## src/rtl/vrpva_pkg.sv

```systemverilog
// Package for the video register port: payload structs, constants, queue entry type.
// No dependencies.
package vrpva_pkg;

    localparam int VramDepth  = 16384;
    localparam int VramAw     = $clog2(VramDepth);
    localparam int OamDepth   = 256;
    localparam int OamAw      = $clog2(OamDepth);
    localparam int PalDepth   = 32;
    localparam int PalAw      = 5;
    localparam logic [16:0] SUPPRESS_RESET = 17'd89341;

    localparam logic [1:0] REQ_READ  = 2'd0;
    localparam logic [1:0] REQ_WRITE = 2'd1;
    localparam logic [1:0] REQ_EVENT = 2'd2;

    localparam logic [2:0] REG_CTRL   = 3'd0;
    localparam logic [2:0] REG_MASK   = 3'd1;
    localparam logic [2:0] REG_STATUS = 3'd2;
    localparam logic [2:0] REG_OADDR  = 3'd3;
    localparam logic [2:0] REG_ODATA  = 3'd4;
    localparam logic [2:0] REG_SCROLL = 3'd5;
    localparam logic [2:0] REG_ADDR   = 3'd6;
    localparam logic [2:0] REG_DATA   = 3'd7;

    typedef struct packed {
        logic [1:0]  req_type;
        logic [2:0]  reg_index;
        logic [7:0]  write_data;
        logic [16:0] frame_cycle;
    } in_item_t;

    typedef struct packed {
        logic [7:0]  read_data;
        logic        nmi_line;
        logic        a12_rise;
        logic        vblank_suppressed;
        logic [14:0] vram_address;
        logic [2:0]  fine_x;
        logic [2:0]  emphasis;
    } out_item_t;

    // Classified access handed from front to back.
    typedef enum logic [2:0] {
        OP_NONE,
        OP_REG,
        OP_STATUS,
        OP_OAM_RD,
        OP_DATA_RD,
        OP_DATA_WR,
        OP_EVENT
    } op_t;

    typedef struct packed {
        op_t         op;
        logic        is_write;
        logic [2:0]  reg_index;
        logic [7:0]  data;
        logic        sup_hit;
        logic        early_cycle;
    } cmd_t;

    // Back end sequencer states.
    typedef enum logic [1:0] { ST_IDLE, ST_MEM, ST_DONE } bstate_t;

endpackage

```

## src/rtl/vrpva_front.sv

```systemverilog
// Front end: accepts bus accesses, classifies them, compares cycle to suppress point.
// Depends on vrpva_pkg.
module vrpva_front (
    input  logic               clk,
    input  logic               rst_n,
    input  logic               push,
    output logic               full,
    input  vrpva_pkg::in_item_t in_item,
    input  logic [16:0]        suppress_cycle,
    output logic               cmd_valid,
    output vrpva_pkg::cmd_t    cmd,
    input  logic               cmd_take
);
    import vrpva_pkg::*;

    logic valid_reg, valid_next;
    cmd_t cmd_reg, cmd_next;

    assign full      = valid_reg && !cmd_take;
    assign cmd_valid = valid_reg;
    assign cmd       = cmd_reg;

    always_comb
    begin
        cmd_next = cmd_reg;
        valid_next = valid_reg && !cmd_take;
        if (push && !full)
        begin
            valid_next = 1'b1;
            cmd_next.reg_index   = in_item.reg_index;
            cmd_next.data        = in_item.write_data;
            cmd_next.is_write    = (in_item.req_type == REQ_WRITE);
            cmd_next.sup_hit     = (in_item.frame_cycle == suppress_cycle);
            cmd_next.early_cycle = (in_item.frame_cycle[16:1] == 16'd0);
            unique case (in_item.req_type)
                REQ_READ:
                begin
                    case (in_item.reg_index)
                        REG_STATUS: cmd_next.op = OP_STATUS;
                        REG_ODATA:  cmd_next.op = OP_OAM_RD;
                        REG_DATA:   cmd_next.op = OP_DATA_RD;
                        default:    cmd_next.op = OP_REG;
                    endcase
                end
                REQ_WRITE:
                    cmd_next.op = (in_item.reg_index == REG_DATA) ? OP_DATA_WR : OP_REG;
                REQ_EVENT: cmd_next.op = OP_EVENT;
                default:   cmd_next.op = OP_NONE;
            endcase
        end
    end

    always_ff @(posedge clk or negedge rst_n)
    begin
        if (!rst_n)
        begin
            valid_reg <= 1'b0;
        end
        else
        begin
            valid_reg <= valid_next;
        end
    end

    always_ff @(posedge clk)
    begin
        cmd_reg <= cmd_next;
    end

    assert property (@(posedge clk) disable iff (!rst_n) full |-> valid_reg)
        else $error("full without a held command");
    assert property (@(posedge clk) disable iff (!rst_n)
        (valid_reg && !cmd_take) |=> ($stable(cmd_reg) && valid_reg))
        else $error("held command changed");
    assert property (@(posedge clk) disable iff (!rst_n) cmd_take |-> valid_reg)
        else $error("command taken while none held");
endmodule

```

## config.mk

```make
export PLATFORM = sky130hd
export DESIGN_NAME = vrpva_front
export DESIGN_NICKNAME = d
export VERILOG_FILES = /design/src/rtl/vrpva_pkg.sv /design/src/rtl/vrpva_front.sv
export SDC_FILE = /design/constraint.sdc
export NUM_CORES = 1
export LEC_CHECK = 0
export BUFFER_PORTS_ARGS = -buffer_cell sky130_fd_sc_hd__buf_2
export CORE_MARGIN = 2
export CORE_UTILIZATION = 30
export DETAILED_ROUTE_END_ITERATION = 8
export GPL_ROUTABILITY_DRIVEN = 0
export PLACE_DENSITY = 0.66
export SYNTH_ARGS = -nofsm -noshare
export SYNTH_HDL_FRONTEND = slang
export SYNTH_SLANG_ARGS = --single-unit
```

## constraint.sdc

```tcl
create_clock -name clk -period 2.42 [get_ports clk]
set_clock_uncertainty 0.2 [all_clocks]
set_input_delay 0.242 -clock clk [delete_from_list [all_inputs] [get_ports clk]]
set_output_delay 0.242 -clock clk [all_outputs]
set_load 0.03 [all_outputs]
```

# ---- Word-level counts from Yosys, hierarchy flattened
# Index checks and enable logic that the tools add are counted.
dict set report word_totals {
  reg_bits 18
  output_inout_bits 19
  wordCells 23
}
dict set report op_classes {
  n_eq_ne 6
  n_mux 4
  n_reduce_logical 6
}
# op n
set ops {}
lappend ops {{one-hot mux 3 bit (3 select lines)} 2}
lappend ops {{equality test 17 bit} 1}
lappend ops {{logical NOT 16 bit} 1}
lappend ops {{equality test 3 bit, second input constant} 2}
lappend ops {{equality test 3 x 2 -> 1 bit, second input constant} 1}
lappend ops {{2-to-1 mux 3 bit} 1}
lappend ops {{equality test 2 x 1 -> 1 bit, second input constant} 1}
lappend ops {{equality test 2 bit, second input constant} 1}
lappend ops {{logical AND 1 bit} 2}
lappend ops {{logical NOT 1 bit} 2}
lappend ops {{logical NOT 2 bit} 1}
lappend ops {{2-to-1 mux 1 bit} 1}

# ---- Longest topological paths before layout
dict set report logic_depth {
  depth_word 5
  ltp_mapped 4
}

# ---- Least setup slack after synthesis
# OpenSTA, ideal clock, no wires.
dict set report synth_path {
  path_type {flip-flop to flip-flop}
  from {register valid_reg, in the netlist cmd_valid}
  to {register cmd_reg, in the netlist cmd[0] (enable)}
  setup_ns 0.375
  arrival_time_ns 1.099
  slack_ns 0.747
  stages_incl_launch_ff 3
  n_path_buf 0
  period_less_slack_ns 1.673
  path_cell_list {dfrtp_1 nand2b_1 and2_1}
}
dict set report synth_via {
  elab_chain_len 3
}
# item line_no
set synth_lines {}
lappend synth_lines {{from (decl)} vrpva_front.sv:16} ;# logic valid_reg, valid_next;
lappend synth_lines {{from (signal assigned)} vrpva_front.sv:61} ;# valid_reg <= valid_next;
lappend synth_lines {{logical AND 1 bit} vrpva_front.sv:19} ;# assign full = valid_reg && !cmd_take;
lappend synth_lines {{logical NOT 1 bit} vrpva_front.sv:27} ;# if (push && !full)
lappend synth_lines {{logical AND 1 bit} vrpva_front.sv:27}
lappend synth_lines {{to (signal assigned)} vrpva_front.sv:67} ;# cmd_reg <= cmd_next;
lappend synth_lines {{to (decl)} vrpva_front.sv:17} ;# cmd_t cmd_reg, cmd_next;
# No other way between the ends.
# A chain may end at the register's enable or synchronous reset.

# ---- Worst setup path in the final report
dict set report layout_path {
  from {input port push}
  to {register cmd_reg, in the netlist cmd[3] (enable)}
}
dict set report layout_via {
  elab_chain_len 1
}
# item line_no
set layout_lines {}
lappend layout_lines {{from (decl)} vrpva_front.sv:6} ;# input logic push,
lappend layout_lines {{logical AND 1 bit} vrpva_front.sv:27}
# No other way between the ends.

==> run summary <==
status: complete, no violations
PwrDens: 488.6 nW/µm²
DRC errors left: 0
CTS Buf Count: 3
Layout Area Growth over Synthesis: 64.38%
PortBufs: 69
DR vias: 802
Synth cell types: 16
critical path class: in -> reg
Multi-input gate area: 296.5 µm²
worst-case clock buffer depth: 2
FILL cells: 247
critical path peak fanout: 17
number of diodes: 0
post-synthesis compound-gate area fraction: 0.7452%
clock period minus worst slack: 1717 ps
CTS sink count: 18
global route overflow: 0
Syn Std Cell Area: 839.6 µm²
Leak Pwr: 0.6301 nW
Routed Antenna Nets: 0
Hold WC Path Type: in -> reg
die area: 3238 µm²
max-capacitance violation count: 0
Hold Vio Cnt, Final: 0
Syn Nets: 111
Mean Syn Cell Area: 13.99 µm²
drt first-iter violations: 10
Post-Synth XOR/XNOR Area: 19.82%
crit end category: flop
post-CTS setup buffers: 0
Avg Vias per Cell: 4.531
Synth Instances: 60
CP max stage delay: 580 ps
routed len/inst: 11.65 µm
RSZ-0062 raised after global routing: false
Critical-path top delay cell: and2_1
worst-path cell chain: dlygate4sd3_1, buf_2, and2_1
Net Sw Frac: 26.43%
Post-Synth Simple-Gate Area: 13.56%
CTS clk-pin slew, worst paths: 90 ps
Die W: 56.90 µm
Seq/Total Area, Yosys: 63.79%
root buffer cell: clkbuf_4
maximum vdd drop: 0.0003650 V
layout cells sized above 1: 50.00%
GRT Total Usage: 13.21%
clock network power share: 21.4%
CTS tree: built
Sequential cell area: 535.5 µm²
Slew HR: 52.51%
WP data required: 2140 ps
initial antenna violation count: 0
post-DP HPWL: 1.666 mm
P_int: 0.0004961 W
Combinational Power Share: 24.5%
Core Area: 2710 µm²
synth warn: 0
# setup viols final: 0
final net count: 198
slew at the pin with the worst max-slew slack: 712.3 ps
number of global-route vias before repair: 827
max reg flops: 17
Psw: 0.0001782 W
adder-cell share of the synthesized area: 0%
Post-CTS Resized: 0
Layout Cells excl Fill: 177
Worst-Skew Late Latency: 280 ps
crit path DAT: 1440 ps
Final period util: 70.95%
post-synthesis mux area share: 1.192%
Post-Route WL: 2.062 mm
commonest non-fill, non-tap cell in the layout: buf_2
largest family of logic cells by synthesized area: XOR/XNOR gates
commonest non-fill, non-tap cells in the layout: buf_2 (69), edfxtp_1 (17), xor2_1 (13), dlygate4sd3_1 (13)
FMAX: 582.4 MHz
DP Cell Count: 160
number of synthesized register bits: 18
largest net degree at the start of global routing: 18
first-pass GRT wire length: 3.270 mm
H-Tree Depth: 1
Rows: 19
Initial Util: 30.98%
Critical Path Start Type: primary input
Top-Level Pins: 70
hold_buf cts: 13
Die Ht: 56.90 µm
sequential share of power: 54.1%
TritonRoute pass-1 iters: 4
post-route setup TNS: 0 ps
Slew Limit Fails: 0
## critical path: cells and delay by family
kind                   cells  cell delay [ps]
buffers and inverters      2              620
and+or+nand+nor            1              580
## kinds of logic (layout without fill, tap and decap cells)
logic type                count (synthesis)  count (layout)
buffers and inverters                     2              88
DFF                                      18              18
AOI/OAI and AO/OA                         1               1
and+or+nand+nor                          19              19
muxes                                     1               1
xor gates and xnor gates                 19              19
## metal layers
layer | up-vias | routed length (µm) | global-route usage (%)
met2 | 61 | 1015 | 24.30
met4 | 0 | 38 | 6.977
met3 | 4 | 270 | 2.304
li1 | 392 | - | -
met5 | - | 0 | 0
met1 | 345 | 737 | 14.20
## power groups by stage
stage	sequential (W)	clock (W)	combinational (W)
finish	0.000365	0.000144	0.000165
global placement	0.000372	0	0.000147
detailed placement	0.000372	0	0.000150
floorplan	0.000407	0	0.0000409
CTS	0.000365	0.000149	0.000167
global route	0.000366	0.000163	0.000180
## synthesized netlist by cell type
cell type	instances	share of area [%]
nor4_2	1	1.5
and4_1	1	1.0
dfrtp_1	1	3.0
nor3_1	1	0.60
xor2_1	13	14
nand3_1	2	1.2
a31oi_1	1	0.75
and2_1	1	0.75
nand4_1	1	0.75
nor4_1	6	4.5
xnor2_1	6	6.3
mux2i_1	1	1.2
inv_1	2	0.89
nor2_1	4	1.8
nand2b_1	2	1.5
edfxtp_1	17	61
## stage by stage
stage | setup WS [ps] | hold slack (ps) | total power (W) | utilization [%] | cell area [µm²]
after detailed placement | 744.7 | -180.0 | 0.0005227 | 45.15 | 1224
after CTS | 683.4 | 40.40 | 0.0006811 | 50.92 | 1380
after global routing | 618.2 | 37.93 | 0.0007090 | 50.92 | 1380
final | 703.0 | 52.11 | 0.0006743 | 50.92 | 1380
after global placement | 808.7 | -182.2 | 0.0005188 | 45.15 | 1224
after floorplan | 746.6 | -253.6 | 0.0004479 | - | 839.6
## path summary, 6_finish.rpt
check,slack (ps),end,start,cells past startpoint
worst max-delay path,700,cmd[3],push,3
worst min-delay path,50,cmd_valid,cmd_take,3
worst max register to register,770,cmd[3],cmd_valid,2
worst min register to register,340,cmd_valid,cmd_valid,2
max in group asynchronous,1880,cmd_valid,rst_n,2
min in group asynchronous,60,cmd_valid,rst_n,2
## layout make-up
| type | count | area share (%) |
|---|---|---|
| inverter | 2 | 0.5440 |
| clock inverter | 1 | 0.2720 |
| tap | 31 | 2.811 |
| multi-input combinational | 40 | 21.49 |
| sequential | 18 | 38.80 |
| timing repair buffer | 82 | 34.45 |
| clock buffer | 3 | 1.632 |
Note: power is estimated with default switching activity, not from simulation.
